--- src/hdl/c_comment_stripping_scanner_macros.svh ---
// Assertion macros for the comment stripping scanner RTL.
`ifndef C_COMMENT_STRIPPING_SCANNER_MACROS_SVH
`define C_COMMENT_STRIPPING_SCANNER_MACROS_SVH
`ifndef NO_ASSERTIONS
`define CCS_ASSERT_ALWAYS(lbl, ck, rn, expr) \
    lbl: assert property (@(posedge ck) disable iff (!(rn)) (expr)) \
        else $error("ccs assertion failed");
`define CCS_ASSERT_IMPL(lbl, ck, rn, ante, cons) \
    lbl: assert property (@(posedge ck) disable iff (!(rn)) (ante) |-> (cons)) \
        else $error("ccs assertion failed");
`else
`define CCS_ASSERT_ALWAYS(lbl, ck, rn, expr)
`define CCS_ASSERT_IMPL(lbl, ck, rn, ante, cons)
`endif
`endif

--- src/hdl/ccs_pkg.sv ---
// Types, codes and helper functions for the comment stripping scanner.
package ccs_pkg;

    localparam int QDEPTH = 4;
    localparam int QAW    = 2;
    localparam int QCW    = 3;

    localparam logic [1:0] KIND_CHAR = 2'd0;
    localparam logic [1:0] KIND_EOL  = 2'd1;
    localparam logic [1:0] KIND_EOF  = 2'd2;
    localparam logic [1:0] KIND_NONE = 2'd3;

    localparam logic [1:0] OUT_CHAR   = 2'd0;
    localparam logic [1:0] OUT_EOL    = 2'd1;
    localparam logic [1:0] OUT_DIRECT = 2'd2;

    localparam logic [7:0] CH_HASH   = 8'h23;
    localparam logic [7:0] CH_SLASH  = 8'h2F;
    localparam logic [7:0] CH_STAR   = 8'h2A;
    localparam logic [7:0] CH_DQUOTE = 8'h22;
    localparam logic [7:0] CH_SQUOTE = 8'h27;
    localparam logic [7:0] CH_BSLASH = 8'h5C;

    typedef enum logic [3:0] {
        MODE_NORMAL  = 4'd0,
        MODE_SLASH   = 4'd1,
        MODE_LINECMT = 4'd2,
        MODE_BLOCK   = 4'd3,
        MODE_BLKSTAR = 4'd4,
        MODE_STR     = 4'd5,
        MODE_STRESC  = 4'd6,
        MODE_CHR     = 4'd7,
        MODE_CHRESC  = 4'd8
    } mode_t;

    typedef struct packed {
        logic [1:0] kind;
        logic [7:0] chr;
        logic       lit;
        logic       done;
        logic       last;
    } res_t;

    // Up to two result beats handed from the scanner to the queue.
    typedef struct packed {
        logic [1:0] cnt;
        res_t       r0;
        res_t       r1;
    } push_t;

    typedef struct packed {
        logic  emit;
        res_t  r;
        mode_t mode;
        logic  lb;
    } step_t;

    function automatic logic is_ws(input logic [7:0] c);
        return (c == 8'h20) || (c >= 8'h09 && c <= 8'h0D);
    endfunction

    function automatic res_t mk_res(input logic [1:0] k, input logic [7:0] c,
                                    input logic lit, input logic done);
        res_t r;
        r.kind = k;
        r.chr  = c;
        r.lit  = lit;
        r.done = done;
        r.last = 1'b0;
        return r;
    endfunction

    // Handle one item in ordinary code mode.
    function automatic step_t normal_step(input logic [1:0] k, input logic [7:0] c,
                                          input logic lb);
        step_t s;
        s.emit = 1'b0;
        s.r    = mk_res(OUT_CHAR, 8'd0, 1'b0, 1'b0);
        s.mode = MODE_NORMAL;
        s.lb   = lb;
        if (k == KIND_EOL || k == KIND_EOF) begin
            s.emit = 1'b1;
            s.r    = mk_res(OUT_EOL, 8'd0, 1'b0, k == KIND_EOF);
            s.lb   = 1'b1;
        end else if (c == CH_SLASH) begin
            s.mode = MODE_SLASH;
        end else if (c == CH_HASH && lb) begin
            s.emit = 1'b1;
            s.r    = mk_res(OUT_DIRECT, CH_HASH, 1'b0, 1'b0);
            s.lb   = 1'b0;
        end else begin
            s.emit = 1'b1;
            s.r    = mk_res(OUT_CHAR, c, 1'b0, 1'b0);
            if (!is_ws(c)) begin
                s.lb = 1'b0;
            end
            if (c == CH_DQUOTE) begin
                s.mode = MODE_STR;
            end else if (c == CH_SQUOTE) begin
                s.mode = MODE_CHR;
            end
        end
        return s;
    endfunction

endpackage

--- src/hdl/ccs_front.sv ---
// Front end: accepts input beats, tracks scan mode and builds result beats.
module ccs_front (
    input  logic              clk,
    input  logic              rst_n,
    input  logic              in_valid,
    output logic              in_ready,
    input  logic [1:0]        kind,
    input  logic [7:0]        char_code,
    input  logic              q_space,
    output ccs_pkg::push_t    push
);

    ccs_pkg::mode_t mode_reg, mode_next;
    logic           lb_reg, lb_next;
    ccs_pkg::step_t ns;
    ccs_pkg::res_t  r0, r1;
    logic [1:0]     cnt;
    logic           accept;
    logic           is_str;
    logic           esc;
    logic [7:0]     quote;

    assign in_ready = q_space;
    assign accept   = in_valid && in_ready;

    always_ff @(posedge clk or negedge rst_n)
    begin
        if (!rst_n)
        begin
            mode_reg <= ccs_pkg::MODE_NORMAL;
            lb_reg   <= 1'b1;
        end
        else if (accept)
        begin
            mode_reg <= mode_next;
            lb_reg   <= lb_next;
        end
    end

    always_comb
    begin
        mode_next = mode_reg;
        lb_next   = lb_reg;
        r0        = ccs_pkg::mk_res(ccs_pkg::OUT_CHAR, 8'd0, 1'b0, 1'b0);
        r1        = r0;
        cnt       = 2'd0;
        ns        = ccs_pkg::normal_step(kind, char_code, lb_reg);
        is_str    = (mode_reg == ccs_pkg::MODE_STR) || (mode_reg == ccs_pkg::MODE_STRESC);
        esc       = (mode_reg == ccs_pkg::MODE_STRESC) || (mode_reg == ccs_pkg::MODE_CHRESC);
        quote     = is_str ? ccs_pkg::CH_DQUOTE : ccs_pkg::CH_SQUOTE;
        if (kind != ccs_pkg::KIND_NONE)
        begin
            case (mode_reg)
                ccs_pkg::MODE_SLASH:
                begin
                    if (kind == ccs_pkg::KIND_CHAR && char_code == ccs_pkg::CH_SLASH)
                    begin
                        mode_next = ccs_pkg::MODE_LINECMT;
                    end
                    else if (kind == ccs_pkg::KIND_CHAR && char_code == ccs_pkg::CH_STAR)
                    begin
                        mode_next = ccs_pkg::MODE_BLOCK;
                    end
                    else
                    begin
                        // release the held slash, then treat this item as code
                        ns        = ccs_pkg::normal_step(kind, char_code, 1'b0);
                        r0        = ccs_pkg::mk_res(ccs_pkg::OUT_CHAR, ccs_pkg::CH_SLASH,
                                                    1'b0, 1'b0);
                        r1        = ns.r;
                        cnt       = ns.emit ? 2'd2 : 2'd1;
                        mode_next = ns.mode;
                        lb_next   = ns.lb;
                    end
                end
                ccs_pkg::MODE_LINECMT:
                begin
                    if (kind != ccs_pkg::KIND_CHAR)
                    begin
                        r0        = ccs_pkg::mk_res(ccs_pkg::OUT_EOL, 8'd0, 1'b0,
                                                    kind == ccs_pkg::KIND_EOF);
                        cnt       = 2'd1;
                        mode_next = ccs_pkg::MODE_NORMAL;
                        lb_next   = 1'b1;
                    end
                end
                ccs_pkg::MODE_BLOCK, ccs_pkg::MODE_BLKSTAR:
                begin
                    if (kind == ccs_pkg::KIND_EOL)
                    begin
                        r0        = ccs_pkg::mk_res(ccs_pkg::OUT_EOL, 8'd0, 1'b0, 1'b0);
                        cnt       = 2'd1;
                        mode_next = ccs_pkg::MODE_BLOCK;
                        lb_next   = 1'b1;
                    end
                    else if (kind == ccs_pkg::KIND_EOF)
                    begin
                        r0        = ccs_pkg::mk_res(ccs_pkg::OUT_EOL, 8'd0, 1'b0, 1'b1);
                        cnt       = 2'd1;
                        mode_next = ccs_pkg::MODE_NORMAL;
                        lb_next   = 1'b1;
                    end
                    else if (mode_reg == ccs_pkg::MODE_BLKSTAR &&
                             char_code == ccs_pkg::CH_SLASH)
                    begin
                        mode_next = ccs_pkg::MODE_NORMAL;
                    end
                    else if (char_code == ccs_pkg::CH_STAR)
                    begin
                        mode_next = ccs_pkg::MODE_BLKSTAR;
                    end
                    else
                    begin
                        mode_next = ccs_pkg::MODE_BLOCK;
                    end
                end
                ccs_pkg::MODE_STR, ccs_pkg::MODE_STRESC,
                ccs_pkg::MODE_CHR, ccs_pkg::MODE_CHRESC:
                begin
                    if (kind != ccs_pkg::KIND_CHAR)
                    begin
                        // line end or end of input leaves the literal open
                        r0        = ccs_pkg::mk_res(ccs_pkg::OUT_EOL, 8'd0, 1'b1,
                                                    kind == ccs_pkg::KIND_EOF);
                        cnt       = 2'd1;
                        mode_next = ccs_pkg::MODE_NORMAL;
                        lb_next   = 1'b1;
                    end
                    else
                    begin
                        r0  = ccs_pkg::mk_res(ccs_pkg::OUT_CHAR, char_code, 1'b0, 1'b0);
                        cnt = 2'd1;
                        if (esc)
                        begin
                            mode_next = is_str ? ccs_pkg::MODE_STR : ccs_pkg::MODE_CHR;
                        end
                        else if (char_code == ccs_pkg::CH_BSLASH)
                        begin
                            mode_next = is_str ? ccs_pkg::MODE_STRESC : ccs_pkg::MODE_CHRESC;
                        end
                        else if (char_code == quote)
                        begin
                            mode_next = ccs_pkg::MODE_NORMAL;
                        end
                    end
                end
                default:
                begin
                    r0        = ns.r;
                    cnt       = ns.emit ? 2'd1 : 2'd0;
                    mode_next = ns.mode;
                    lb_next   = ns.lb;
                end
            endcase
        end
        if (cnt == 2'd1)
        begin
            r0.last = 1'b1;
        end
        if (cnt == 2'd2)
        begin
            r1.last = 1'b1;
        end
        push.cnt = accept ? cnt : 2'd0;
        push.r0  = r0;
        push.r1  = r1;
    end

endmodule

--- src/hdl/ccs_queue.sv ---
// Short result queue: takes up to two beats per cycle, gives one.
module ccs_queue (
    input  logic                     clk,
    input  logic                     rst_n,
    input  ccs_pkg::push_t           push,
    output logic                     space,
    input  logic                     pop,
    output logic                     head_valid,
    output ccs_pkg::res_t            head,
    output logic [ccs_pkg::QCW-1:0]  level
);

    ccs_pkg::res_t                mem [ccs_pkg::QDEPTH];
    logic [ccs_pkg::QAW-1:0]      wr_ptr_reg, wr_ptr_next;
    logic [ccs_pkg::QAW-1:0]      rd_ptr_reg, rd_ptr_next;
    logic [ccs_pkg::QCW-1:0]      count_reg, count_next;

    assign level      = count_reg;
    assign head_valid = (count_reg != '0);
    assign head       = mem[rd_ptr_reg];
    // room for a two-beat push whatever the back end does this cycle
    assign space      = (count_reg <= ccs_pkg::QCW'(ccs_pkg::QDEPTH - 2));

    always_comb
    begin
        wr_ptr_next = wr_ptr_reg + ccs_pkg::QAW'(push.cnt);
        rd_ptr_next = rd_ptr_reg + ccs_pkg::QAW'(pop);
        count_next  = count_reg + ccs_pkg::QCW'(push.cnt) - ccs_pkg::QCW'(pop);
    end

    always_ff @(posedge clk or negedge rst_n)
    begin
        if (!rst_n)
        begin
            wr_ptr_reg <= '0;
            rd_ptr_reg <= '0;
            count_reg  <= '0;
        end
        else
        begin
            wr_ptr_reg <= wr_ptr_next;
            rd_ptr_reg <= rd_ptr_next;
            count_reg  <= count_next;
        end
    end

    always_ff @(posedge clk)
    begin
        if (push.cnt != 2'd0)
        begin
            mem[wr_ptr_reg] <= push.r0;
        end
        if (push.cnt == 2'd2)
        begin
            mem[wr_ptr_reg + ccs_pkg::QAW'(1)] <= push.r1;
        end
    end

endmodule

--- src/hdl/ccs_back.sv ---
// Back end: output register that drains the queue onto the result channel.
module ccs_back (
    input  logic            clk,
    input  logic            rst_n,
    input  logic            head_valid,
    input  ccs_pkg::res_t   head,
    output logic            pop,
    output logic            out_valid,
    input  logic            out_ready,
    output ccs_pkg::res_t   res
);

    logic          valid_reg, valid_next;
    ccs_pkg::res_t res_reg;

    assign pop        = head_valid && (!valid_reg || out_ready);
    assign valid_next = pop || (valid_reg && !out_ready);
    assign out_valid  = valid_reg;
    assign res        = res_reg;

    always_ff @(posedge clk or negedge rst_n)
    begin
        if (!rst_n)
        begin
            valid_reg <= 1'b0;
        end
        else
        begin
            valid_reg <= valid_next;
        end
    end

    always_ff @(posedge clk)
    begin
        if (pop)
        begin
            res_reg <= head;
        end
    end

endmodule

--- src/hdl/c_comment_stripping_scanner.sv ---
// C comment stripping scanner: usage notes
// Input channel (in_valid/in_ready): one beat per character, line end or end of
// input, coded by kind; char_code holds the byte for ordinary characters.
// Output channel (out_valid/out_ready): result beats with out_kind, out_char,
// open_literal, stream_done and last; last marks the final result of an input.
// An input beat gives zero, one or two results. The front end takes one beat
// per cycle while the queue has space; a beat that releases a held slash gives
// two results, which the result queue absorbs.
// An accepted input beat's results are written into the queue and then into the
// output register, which drives out_valid.
// Throughput: one input beat per cycle while results drain at one per cycle;
// the four-entry queue sets how far the front end runs ahead of the output.
// When the receiver stalls, the output register holds, the queue fills, and
// in_ready drops once fewer than two entries are free.
// Reset puts the scanner in ordinary code mode at a line start and empties
// the queue. End of input also returns to that state for a new stream.
`include "c_comment_stripping_scanner_macros.svh"
module c_comment_stripping_scanner (
    input  logic       clk,
    input  logic       rst_n,
    input  logic       in_valid,
    output logic       in_ready,
    input  logic [1:0] kind,
    input  logic [7:0] char_code,
    output logic       out_valid,
    input  logic       out_ready,
    output logic [1:0] out_kind,
    output logic [7:0] out_char,
    output logic       open_literal,
    output logic       stream_done,
    output logic       last
);

    ccs_pkg::push_t              push;
    logic                        q_space;
    logic                        pop;
    logic                        head_valid;
    ccs_pkg::res_t               head;
    ccs_pkg::res_t               res;
    logic [ccs_pkg::QCW-1:0]     level;

    ccs_front u_front (
        .clk       (clk),
        .rst_n     (rst_n),
        .in_valid  (in_valid),
        .in_ready  (in_ready),
        .kind      (kind),
        .char_code (char_code),
        .q_space   (q_space),
        .push      (push)
    );

    ccs_queue u_queue (
        .clk        (clk),
        .rst_n      (rst_n),
        .push       (push),
        .space      (q_space),
        .pop        (pop),
        .head_valid (head_valid),
        .head       (head),
        .level      (level)
    );

    ccs_back u_back (
        .clk        (clk),
        .rst_n      (rst_n),
        .head_valid (head_valid),
        .head       (head),
        .pop        (pop),
        .out_valid  (out_valid),
        .out_ready  (out_ready),
        .res        (res)
    );

    assign out_kind     = res.kind;
    assign out_char     = res.chr;
    assign open_literal = res.lit;
    assign stream_done  = res.done;
    assign last         = res.last;

    `CCS_ASSERT_ALWAYS(a_queue_bound, clk, rst_n, level <= ccs_pkg::QCW'(ccs_pkg::QDEPTH))
    `CCS_ASSERT_IMPL(a_done_is_final_eol, clk, rst_n, out_valid && stream_done,
                     out_kind == ccs_pkg::OUT_EOL && last)
    `CCS_ASSERT_IMPL(a_open_lit_on_eol, clk, rst_n, out_valid && open_literal,
                     out_kind == ccs_pkg::OUT_EOL && last)
    `CCS_ASSERT_IMPL(a_two_beat_push, clk, rst_n, push.cnt == 2'd2,
                     push.r0.chr == ccs_pkg::CH_SLASH && !push.r0.last && push.r1.last)

endmodule

--- config.mk ---
export PLATFORM = sky130hd
export DESIGN_NAME = c_comment_stripping_scanner
export DESIGN_NICKNAME = d
export VERILOG_FILES = /design/src/hdl/ccs_pkg.sv /design/src/hdl/ccs_front.sv /design/src/hdl/ccs_queue.sv /design/src/hdl/ccs_back.sv /design/src/hdl/c_comment_stripping_scanner.sv
export VERILOG_INCLUDE_DIRS = /design/src /design/src/hdl
export SDC_FILE = /design/constraint.sdc
export NUM_CORES = 1
export LEC_CHECK = 0
export ABC_AREA = 1
export BUFFER_PORTS_ARGS = -buffer_cell sky130_fd_sc_hd__buf_4
export CORE_ASPECT_RATIO = 1.25
export CORE_MARGIN = 1.5
export CORE_UTILIZATION = 61
export DETAILED_ROUTE_END_ITERATION = 7
export GPL_TIMING_DRIVEN = 0
export MAX_ROUTING_LAYER = met4
export PLACE_DENSITY_LB_ADDON = 0.08
export SLEW_MARGIN = 40
export SYNTH_ARGS = -nofsm -noshare
export SYNTH_HDL_FRONTEND = slang
export SYNTH_SLANG_ARGS = --single-unit
--- constraint.sdc ---
create_clock -name clk -period 3.64 [get_ports clk]
set_input_delay 0.546 -clock clk [delete_from_list [all_inputs] [get_ports clk]]
set_output_delay 0.546 -clock clk [all_outputs]
set_load 0.03 [all_outputs]
==> qor.yml <==
synthesis:
  ys_top_cells_by_count: "nand2_1 (112), nor2_1 (77), edfxtp_1 (57), o21ai_0 (52), inv_1 (39)"
  synthTopCellsByArea: "edfxtp_1 (38%), nand2_1 (9.2%), dfrtp_1 (6.6%)"
  yosys_warnings: 0
  yosysTopAreaCell: "edfxtp_1"
  synth_area_sq_um: 4550
  syn_nets: 568
  synth-main-ff-cell: "edfxtp_1"
  synth-edff-count: 57
  synthArstFlopShare_pct: 16.7
  synth_seq_cells: 78
  ys_types: 43
  ys_seq_area_share_pct: 48.4
  yosysTopAreaCellShare_pct: 37.7
  synth_most_common_cell: "nand2_1"
  synth_area_per_cell_sq_um: 8.37
  synthCells: 543
die:
  initial_core_util_pct: 62.2
  die_y_um: 99.5
  die_area_sq_um: 7980
  chipWidth_um: 80.2
  coreArea_sq_um: 7310
  io_pins: 29
  placementRows: 35
timing:
  whs_ns: 0.0329
  fmax_ghz: 0.351
  hold_viol: 0
  fin_crit_ns: 2.85
  slew_headroom_pct: 62.1
  finalMaxSlewViolations: 0
  rsz0062_at_grt: "false"
  tns_ns: 0
  worstMarginPinSlew_ns: 0.567
  layout_setup_ws_ns: 0.787
  setup_violations: 0
  finalCritPeriodShare_pct: 78.4
  finalClockSkew_ns: 0.0135
power:
  comb_power_share_pct: 49.5
  power_density_nw_per_um2: 788
  total_power_mw: 3.98
  clkPwrFrac_pct: 14.4
  p_switching_mw: 1.82
  power_leakage_nw: 2.12
  internal_power_mw: 2.16
  vdd_drop_max_mv: 0.526
  switching_share_pct: 45.7
  p_seq_share_pct: 36.1
cells_and_area:
  fillers: 600
  finalInstanceArea_sq_um: 5050
  fin_nets: 606
  diodes: 0
  final_layout_size_suffix_gt1_share_pct: 15.9
  area_delta_synth_final_pct: 11.0
  largest_reg_flops: 52
cts:
  numCtsBuffers: 9
  cts-root-buf: "clkbuf_8"
  cts_resized: 0
  clk_pin_slew_ns: 0.08
  cts-hold-fix-buffers: 0
  cts_htree_levels: 3
  cts_setup_buffers: 0
  clkSinkCount: 78
  cts_tree: "built"
  clock_latency_ns: 0.35
  clockBufferDepth: 2
route:
  first_pass_iters: 5
  first_iter_violations: 347
  routedWlPerCell_um: 16.5
  routed_wl_mm: 11.2
  ant_nets: 0
  drc: 0
  via_per_inst: 5.83
  vias: 3953
critical_path:
  cpMaxStageDelayCell: "nand2_1"
  crit_chain: "buf_4 > inv_1 > ha_1 > buf_2 > inv_1 > nand3_1 > nand2_1 > nor2_1 > nand2_2 > nand2_2 > nand2_1 > buf_2 > nand2_1"
  arrival_ns: 2.83
  cp-end-kind: "flip-flop"
  crit_type: "in2reg"
  required_ns: 3.62
  worstPathMaxFanout: 11
  critical_path.most_common_cell: "nand2_1"
  worst_setup_path_start_kind: "input port"
  cpPeakStageDelay_ns: 0.42
run_status:
  status: "completed"
global_routing:
  grt.total_usage_pct: 31.3
  grt_pass1_wl_mm: 18.3
  grt_max_degree: 16
  grt_pass1_vias: 3893
  antenna_found_initial: 0
  grt_overflow: 0
hold_path:
  hold_path.class: "in2async"
placement:
  port_buffers: 27
  gp_congestion: 0.968
  post-place-ws_ns: 0.484
  dp_hpwl_mm: 8.94
  post_dp_cell_area_sq_um: 4870
run:
  cap_violations: 0
-- kinds of logic after synthesis --
group	synth area share, %
AO/OA/AOI/OAI	13.7
XOR/XNOR	0.964
adder cells (fa/ha/maj)	3.19
buffers and inverters	6.30
flip-flops	48.4
AND/OR/NAND/NOR	27.5
-- worst max-delay path, delay by kind of cell --
family                   cells  cell delay [ns]
buffers and inverters        5             0.74
adder cells (fa/ha/maj)      1             0.27
AND/OR/NAND/NOR              7             1.26
-- per-stage QoR --
stage	utilization, %	cells
after floorplan	-	543
after global placement	66.5	662
after detailed placement	66.7	662
after CTS	69.0	678
after global routing	69.0	678
final	69.0	678
-- final cells by class --
cell class / instances / area, sq um / share of cell area, %
flip-flops and latches: 78 / 2200 / 43.6
well taps: 92 / 115 / 2.28
multi-input cells: 400 / 2070 / 41.1
inverters: 50 / 191 / 3.79
plain buffers: 15 / 95.1 / 1.88
clock buffers: 10 / 128 / 2.53
repair buffers: 27 / 203 / 4.02
clock inverters: 6 / 45.0 / 0.892
-- final timing paths --
check                                                   to                       startpoint  slack [ns]  depth (start not counted)
setup / recovery               u_queue.mem[2][3]$_DFFE_PP_                          kind[0]        0.79                         13
hold / removal             u_queue.rd_ptr_reg[1]$_DFF_PN0_                            rst_n        0.03                          1
setup reg to reg               u_queue.mem[2][3]$_DFFE_PP_  u_front.mode_reg[3]$_DFFE_PN0P_        1.02                         10
hold reg to reg                 u_queue.level[2]$_DFF_PN0_       u_queue.level[2]$_DFF_PN0_        0.50                          1
max in group asynchronous       u_front.lb_reg$_DFFE_PN1P_                            rst_n        3.36                          1
min in group clk                u_back.out_valid$_DFF_PN0_                        out_ready        0.42                          2
-- power groups by stage --
stage               clock [mW]  sequential (mW)  combinational (mW)
global route             0.617             1.46                2.19
floorplan                    0             1.57                1.27
detailed placement           0             1.45                1.95
CTS                      0.576             1.43                1.96
finish                   0.573             1.43                1.97
global placement             0             1.44                1.88
-- layout by cell type, fill, tap and decap left out, types with 3 or more instances in the layout --
master / synthesis / final
nand2_4: 5 / 5
o211ai_1: 4 / 4
inv_2: 9 / 9
edfxtp_1: 57 / 57
inv_1: 39 / 39
dfxtp_1: 8 / 8
nor2_4: 5 / 5
o22ai_1: 13 / 13
o21ai_0: 52 / 52
xor2_1: 3 / 3
buf_2: 4 / 4
nor3_1: 9 / 9
buf_4: 1 / 28
nor2_1: 77 / 77
nand3_1: 30 / 30
clkinv_2: 1 / 3
nand2_1: 112 / 112
dfrtp_1: 12 / 12
ha_1: 10 / 10
clkbuf_1: 7 / 8
nand4_1: 6 / 6
nand2_2: 10 / 10
a32oi_1: 3 / 3
clkbuf_8: 0 / 9
nand3_2: 3 / 3
o21ai_1: 22 / 22
a21oi_1: 20 / 19
nor2_2: 3 / 3
-- routing by layer --
metal	GRT usage (%)	part of all wire, %
met3	4.68	5.0
met5	-	0
met2	53.8	53
met1	34.7	39
met4	16.3	3.5
Note: power is estimated with default switching activity, not from simulation.
